File: src/rtl/core/sdwq_pkg.sv
// Shared types and constants for the slot deadline window queue.
package sdwq_pkg;

    localparam logic       REQ_ADD     = 1'b0;
    localparam logic       REQ_TAKE    = 1'b1;
    localparam logic       ST_OK       = 1'b0;
    localparam logic       ST_OVERRUN  = 1'b1;
    localparam logic [63:0] SLOT_NONE  = {64{1'b1}};

    typedef struct packed {
        logic               req_type;
        logic [63:0]        slot;
        logic [62:0]        delay;
        logic signed [63:0] now;
        logic [63:0]        retire_slot;
        logic [63:0]        scan_from;
    } t_req;

    typedef struct packed {
        logic        due_found;
        logic [63:0] due_slot;
        logic        status;
        logic [63:0] window_first;
    } t_rsp;

    typedef enum logic [2:0] {
        S_IDLE,
        S_DECIDE,
        S_FILL,
        S_RMW,
        S_SCAN,
        S_DONE
    } t_state;

    typedef enum logic [2:0] {
        ADD_REJECT,
        ADD_EMPTY,
        ADD_BELOW,
        ADD_ABOVE,
        ADD_INSIDE
    } t_add_kind;

    typedef struct packed {
        logic load;
        logic decide;
        logic fill;
        logic rmw;
        logic scan;
        logic finish;
    } t_cmd;

    typedef struct packed {
        logic      is_take;
        t_add_kind kind;
        logic      fill_done;
        logic      scan_done;
        logic      out_free;
    } t_sts;

endpackage

File: src/rtl/core/sdwq_ctrl.sv
// Sequencer for the slot deadline window queue.
module sdwq_ctrl
    import sdwq_pkg::*;
(
    input  logic i_clk,
    input  logic i_rst_n,
    input  logic i_in_valid,
    output logic o_in_ready,
    input  t_sts i_sts,
    output t_cmd o_cmd
);
    t_state r_state;
    t_state n_state;

    always_ff @(posedge i_clk) begin
        if (!i_rst_n) begin
            r_state <= S_IDLE;
        end else begin
            r_state <= n_state;
        end
    end

    always_comb begin
        n_state = r_state;
        case (r_state)
            S_IDLE: begin
                if (i_in_valid) begin
                    n_state = S_DECIDE;
                end
            end
            S_DECIDE: begin
                if (i_sts.is_take) begin
                    n_state = S_SCAN;
                end else begin
                    case (i_sts.kind)
                        ADD_BELOW, ADD_ABOVE: n_state = S_FILL;
                        ADD_INSIDE:           n_state = S_RMW;
                        default:              n_state = S_DONE;
                    endcase
                end
            end
            S_FILL: begin
                if (i_sts.fill_done) begin
                    n_state = S_DONE;
                end
            end
            S_RMW: begin
                n_state = S_DONE;
            end
            S_SCAN: begin
                if (i_sts.scan_done) begin
                    n_state = S_DONE;
                end
            end
            S_DONE: begin
                if (i_sts.out_free) begin
                    n_state = S_IDLE;
                end
            end
            default: n_state = S_IDLE;
        endcase
    end

    always_comb begin
        o_cmd        = '0;
        o_in_ready   = 1'b0;
        case (r_state)
            S_IDLE: begin
                o_in_ready = 1'b1;
                o_cmd.load = i_in_valid;
            end
            S_DECIDE: o_cmd.decide = 1'b1;
            S_FILL:   o_cmd.fill   = !i_sts.fill_done;
            S_RMW:    o_cmd.rmw    = 1'b1;
            S_SCAN:   o_cmd.scan   = 1'b1;
            S_DONE:   o_cmd.finish = i_sts.out_free;
            default: begin
                o_cmd      = '0;
                o_in_ready = 1'b0;
            end
        endcase
    end
endmodule

File: config.mk
export PLATFORM = sky130hd
export DESIGN_NAME = sdwq_ctrl
export DESIGN_NICKNAME = d
export VERILOG_FILES = /design/src/rtl/core/sdwq_pkg.sv /design/src/rtl/core/sdwq_ctrl.sv
export SDC_FILE = /design/constraint.sdc
export NUM_CORES = 1
export LEC_CHECK = 0
export ABC_AREA = 1
export BUFFER_PORTS_ARGS = -buffer_cell sky130_fd_sc_hd__clkbuf_2
export CORE_AREA = 2 2 39 41
export DETAILED_ROUTE_END_ITERATION = 10
export DIE_AREA = 0 0 41 43
export GPL_TIMING_DRIVEN = 0
export SLEW_MARGIN = 10
export SYNTH_ARGS = -nofsm -noshare
export SYNTH_HDL_FRONTEND = slang
export SYNTH_SLANG_ARGS = --single-unit
File: constraint.sdc
create_clock -name i_clk -period 1.32 [get_ports i_clk]
set_clock_uncertainty 0.2 [all_clocks]
set_input_delay 0 -clock i_clk [delete_from_list [all_inputs] [get_ports i_clk]]
set_output_delay 0 -clock i_clk [all_outputs]
set_load 0.01 [all_outputs]
### Yosys cells after proc, flatten, opt, wreduce, memory -nomap -nowiden

Index checks and enable logic that the tools add are counted.

* equality and inequality tests: 12
* mux-type cells: 14
* reductions and logical operators: 4

Operator list (count)
* case mux 3 bit (6 select lines): 1
* two-way mux 3 bit: 5
* equality test 3 x 2 -> 1 bit (second input constant): 4
* equality test 3 bit (second input constant): 3
* inequality test 2 bit (second input constant): 4
* two-way mux 1 bit: 7
* case mux 3 bit (2 select lines): 1
* AND reduction 4 bit: 1
* equality test 3 x 1 -> 1 bit (second input constant): 1
* logical NOT 3 bit: 1
* OR reduction 2 bit: 1
* logical NOT 1 bit: 1

* register bits after elaboration: 3
* output and inout bits: 7

### Longest topological paths before layout

* word-level depth: 5
* depth in mapped cells: 9

### Worst setup path after synthesis

OpenSTA, ideal clock, no wires.

* kind: register to register
* start point: register r_state[0]
* end point: register r_state[2]
* setup time: 0.070 ns
* arrival: 1.070 ns
* data required time: 1.050 ns
* slack: -0.020 ns
* stages on the path, launching flop included: 7
* buffers on the path: 0
* path through: dfxtp_1 > inv_1 > nor3_1 > nand2_1 > nand2_1 > nand2_1 > a21oi_1

* word-level cells in the longest chain between the ends: 3
* elaborated cells on any way between the ends: 12

Ends and longest elaborated chain
* start: declaration: line sdwq_ctrl.sv:12 `t_state r_state;`
* start signal: assignment: line sdwq_ctrl.sv:19 `r_state <= n_state;`
* equality test 3 x 2 -> 1 bit, or another cell as far along: line sdwq_ctrl.sv:25 `case (r_state)`
* inequality test 2 bit (no source line)
* AND reduction 4 bit (no source line)

Parallel ways exist; a longest one is shown, timed or not.
A chain may end at the register's enable or synchronous reset.

==> impl_results.html <==
<table>
<tr><th>Metric</th><th>Value</th></tr>
<tr><th colspan="2">Placement</th></tr>
<tr><td>Pre-CTS setup slack</td><td>-92.10 ps</td></tr>
<tr><td>Port Buffer Count</td><td>16</td></tr>
<tr><td>Number of instances in the placed design</td><td>81</td></tr>
<tr><td>Dpl hpwl</td><td>544.9 um</td></tr>
<tr><td>Weighted congestion at the end of routability-driven global placement</td><td>0.7874</td></tr>
<tr><th colspan="2">Final layout</th></tr>
<tr><td>Growth of design area from synthesis to finish</td><td>96.30%</td></tr>
<tr><td>Antenna Diode Count</td><td>0</td></tr>
<tr><td>Final non-filler cell total</td><td>94</td></tr>
<tr><td>Regs by FF count</td><td>r_state (3)</td></tr>
<tr><td>Max reg flops</td><td>3</td></tr>
<tr><td>Share of post-route cells with drive strength above 1</td><td>44.87%</td></tr>
<tr><td>Net count reported at finish</td><td>89</td></tr>
<tr><td>Biggest register</td><td>r_state</td></tr>
<tr><td>Number of fill cells</td><td>156</td></tr>
<tr><th colspan="2">Critical path</th></tr>
<tr><td>Type of element launching the critical path</td><td>register</td></tr>
<tr><td>Required time worst endpoint</td><td>1120 ps</td></tr>
<tr><td>Classification of the worst setup path</td><td>reg2out</td></tr>
<tr><td>Critical Path AT</td><td>1080 ps</td></tr>
<tr><td>Peak fanout along the critical path</td><td>7</td></tr>
<tr><td>Critical Path End Type</td><td>output pin</td></tr>
<tr><th colspan="2">Clock network</th></tr>
<tr><td>Inserted Clock Buffers</td><td>3</td></tr>
<tr><td>Clock sink count</td><td>3</td></tr>
<tr><td>Clock latency on the worst-skew pair</td><td>230 ps</td></tr>
<tr><td>Buffer levels on the longest clock path</td><td>2</td></tr>
<tr><td>Clock transition time at the flip-flop clock pins of the worst setup and hold paths</td><td>40 ps</td></tr>
<tr><td>H-tree levels</td><td>1</td></tr>
<tr><td>CTS tree</td><td>done</td></tr>
<tr><td>Clock root buffer</td><td>sky130_fd_sc_hd__clkbuf_4</td></tr>
<tr><th colspan="2">GRT</th></tr>
<tr><td>Wire length of the first global-routing pass</td><td>1.124 mm</td></tr>
<tr><td>Number of antenna violations at the first check in global routing</td><td>0</td></tr>
<tr><td>Overflow left after global routing</td><td>0</td></tr>
<tr><td>Via count of the first global-routing pass</td><td>297</td></tr>
<tr><td>Gr usage total</td><td>9.729%</td></tr>
<tr><td>Largest net degree at the start of global routing</td><td>8</td></tr>
<tr><th colspan="2">Timing</th></tr>
<tr><td>Final period utilization</td><td>97.08%</td></tr>
<tr><td>RSZ-0062 raised after global routing</td><td>true</td></tr>
<tr><td>Final setup vio count</td><td>0</td></tr>
<tr><td>Final number of max-transition violations</td><td>0</td></tr>
<tr><td>Fmax</td><td>0.7803 GHz</td></tr>
<tr><td>Tmin final</td><td>1281 ps</td></tr>
<tr><td>Minimum setup slack in the final design</td><td>38.52 ps</td></tr>
<tr><td>Max transition margin</td><td>87.02%</td></tr>
<tr><td>Transition at the pin with the smallest max-transition slack</td><td>194.7 ps</td></tr>
<tr><td>Final hold vios</td><td>0</td></tr>
<tr><th colspan="2">Worst hold path</th></tr>
<tr><td>Class of the most critical hold timing path</td><td>in2reg</td></tr>
<tr><th colspan="2">Run</th></tr>
<tr><td>MaxCap Viol Count</td><td>0</td></tr>
<tr><th colspan="2">Synthesis</th></tr>
<tr><td>Share of the synthesized area in the top cell type</td><td>22.22%</td></tr>
<tr><td>Synth unique cells</td><td>14</td></tr>
<tr><td>Avg Synthesized Cell Area</td><td>5.515 um2</td></tr>
<tr><td>Flip-flop and latch count after synthesis</td><td>3</td></tr>
<tr><td>Post-synthesis instance area</td><td>270.3 um2</td></tr>
<tr><td>Syn_nets</td><td>59</td></tr>
<tr><td>Register area share after synthesis</td><td>22.22%</td></tr>
<tr><td>Largest cells by area after synthesis</td><td>sky130_fd_sc_hd__dfxtp_1, sky130_fd_sc_hd__nand2_1, sky130_fd_sc_hd__nor2_1, sky130_fd_sc_hd__inv_1, sky130_fd_sc_hd__nand2_4</td></tr>
<tr><td>Count of mapped cells out of synthesis</td><td>49</td></tr>
<tr><td>Total number of yosys warnings</td><td>0</td></tr>
<tr><td>Yosys top cell by area</td><td>sky130_fd_sc_hd__dfxtp_1</td></tr>
<tr><th colspan="2">Die</th></tr>
<tr><td>Height of the die</td><td>43 um</td></tr>
<tr><td>Number of I/O pins</td><td>17</td></tr>
<tr><td>Number of rows created at floorplan</td><td>14</td></tr>
<tr><td>Horizontal die dimension</td><td>41 um</td></tr>
<tr><td>Die area</td><td>1763 um2</td></tr>
<tr><td>Placeable Area</td><td>1384 um2</td></tr>
<tr><td>Effective utilization at floorplan</td><td>19.53%</td></tr>
<tr><th colspan="2">Route</th></tr>
<tr><td>Detailed-router iteration count before antenna repair</td><td>4</td></tr>
<tr><td>Remaining number of nets flagged by the antenna check after routing</td><td>0</td></tr>
<tr><td>Overall routed net length</td><td>773 um</td></tr>
<tr><td>Routed vias</td><td>397</td></tr>
<tr><td>Avg WL per Cell</td><td>8.223 um</td></tr>
<tr><td>Via density</td><td>4.223</td></tr>
<tr><td>Initial detailed-routing violation count</td><td>6</td></tr>
<tr><td>Post-detailed-route DRC marker count</td><td>0</td></tr>
<tr><th colspan="2">Power and ir drop</th></tr>
<tr><td>Leakage dissipation</td><td>0.2948 nW</td></tr>
<tr><td>Power per cell area</td><td>1184 nW/um2</td></tr>
<tr><td>Maximum vdd ir drop</td><td>0.5433 mV</td></tr>
<tr><th colspan="2">Status</th></tr>
<tr><td>Status</td><td>finished, final reports clean</td></tr>
</table>
[cell type report]
cell class                 count  area (um2)  area share [%]
clock buffer                   4       26.28           4.953
inverter                      11       46.29           8.726
multi-input combinational     35       203.9           38.44
sequential                     3       68.82           12.97
tap                           16       20.02           3.774
timing repair buffer          25       165.2           31.13
[layer usage]
layer	vias to the layer above	global-route usage [%]	wire length [um]
li1	209	-	-
met4	0	6.000	0
met5	-	0	0
met2	14	12.50	367
met1	174	11.54	350
met3	0	6.283	55
[through the flow]
| step | total power (W) | instance area [um2] | utilization [%] | TNS [ps] | hold slack [ps] |
|---|---|---|---|---|---|
| finish | 0.0006281 | 530.5 | 38.34 | 0 | 89.39 |
| global route | 0.0006817 | 530.5 | 38.34 | -9.663 | 110.0 |
| CTS | 0.0005653 | 467.9 | 33.82 | -31.33 | 5.329 |
| detailed placement | 0.0003720 | 375.4 | 27.12 | -160.8 | 33.03 |
| global placement | 0.0003705 | 375.4 | 27.12 | -165.0 | 29.20 |
| floorplan | 0.0002929 | 275.3 | - | 0 | -112.9 |
[power by group]
group / internal (W) / switching [W]
clock network: 0.000113 / 0.0000497
registers: 0.000114 / 0.0000414
logic: 0.000142 / 0.000167
[logic make-up after synthesis]
| logic type | Yosys count | share of synthesized area (%) |
|---|---|---|
| buffers and inverters | 11 | 15.28 |
| DFF | 3 | 22.22 |
| and+or+nand+nor | 30 | 52.78 |
| AOI/OAI and AO/OA | 5 | 9.724 |
[synthesized netlist by cell type]
library cell and n:
sky130_fd_sc_hd__inv_1 9, sky130_fd_sc_hd__inv_2 2, sky130_fd_sc_hd__nand3b_1 1, sky130_fd_sc_hd__a31oi_1 1, sky130_fd_sc_hd__nor2_2 1, sky130_fd_sc_hd__dfxtp_1 3
sky130_fd_sc_hd__nand2_2 1, sky130_fd_sc_hd__nand2_4 2, sky130_fd_sc_hd__nand2_1 10, sky130_fd_sc_hd__nor3_1 2, sky130_fd_sc_hd__nand3_1 3, sky130_fd_sc_hd__nor2_1 10
sky130_fd_sc_hd__o21ai_0 2, sky130_fd_sc_hd__a21oi_1 2
[path summary, 6_finish.rpt]
path                           startpoint                 endpoint  slack (ps)  cells after the start
setup reg to reg  r_state[2]$_SDFFE_PN0P_  r_state[2]$_SDFFE_PN0P_          60                      7
hold / removal                 i_in_valid  r_state[2]$_SDFFE_PN0P_          90                      7
setup / recovery  r_state[2]$_SDFFE_PN0P_                 o_cmd[1]          40                      4
hold reg to reg   r_state[0]$_SDFFE_PN0P_  r_state[0]$_SDFFE_PN0P_         340                      2
[timing repair]
item,4_1_cts,5_1_grt
hold buffers,6,1
gates resized for setup,5,13
endpoints found under the hold margin,3,1
buffers inserted,0,2
pin swaps,1,4
endpoints found under the setup margin,6,6
[placed cells by master, fill, tap and decap left out, types with 2 or more instances in the layout]
cell type / synthesis / final
sky130_fd_sc_hd__inv_1: 9 / 8
sky130_fd_sc_hd__nor2_1: 10 / 8
sky130_fd_sc_hd__dfxtp_4: 0 / 2
sky130_fd_sc_hd__clkbuf_4: 0 / 3
sky130_fd_sc_hd__nor2_4: 0 / 2
sky130_fd_sc_hd__buf_4: 0 / 2
sky130_fd_sc_hd__inv_4: 0 / 2
sky130_fd_sc_hd__clkbuf_2: 0 / 15
sky130_fd_sc_hd__a21oi_1: 2 / 2
sky130_fd_sc_hd__nand2_1: 10 / 10
sky130_fd_sc_hd__nand3_1: 3 / 3
sky130_fd_sc_hd__nand2_4: 2 / 3
sky130_fd_sc_hd__dlygate4sd3_1: 0 / 7
[worst max-delay path, cell delays in order, from the launching register on]
cell and delay (ps):
sky130_fd_sc_hd__dfxtp_4 390, sky130_fd_sc_hd__inv_4 60, sky130_fd_sc_hd__buf_4 130, sky130_fd_sc_hd__nor2_2 120, sky130_fd_sc_hd__clkbuf_2 150
(Power assumes the default switching activity.)
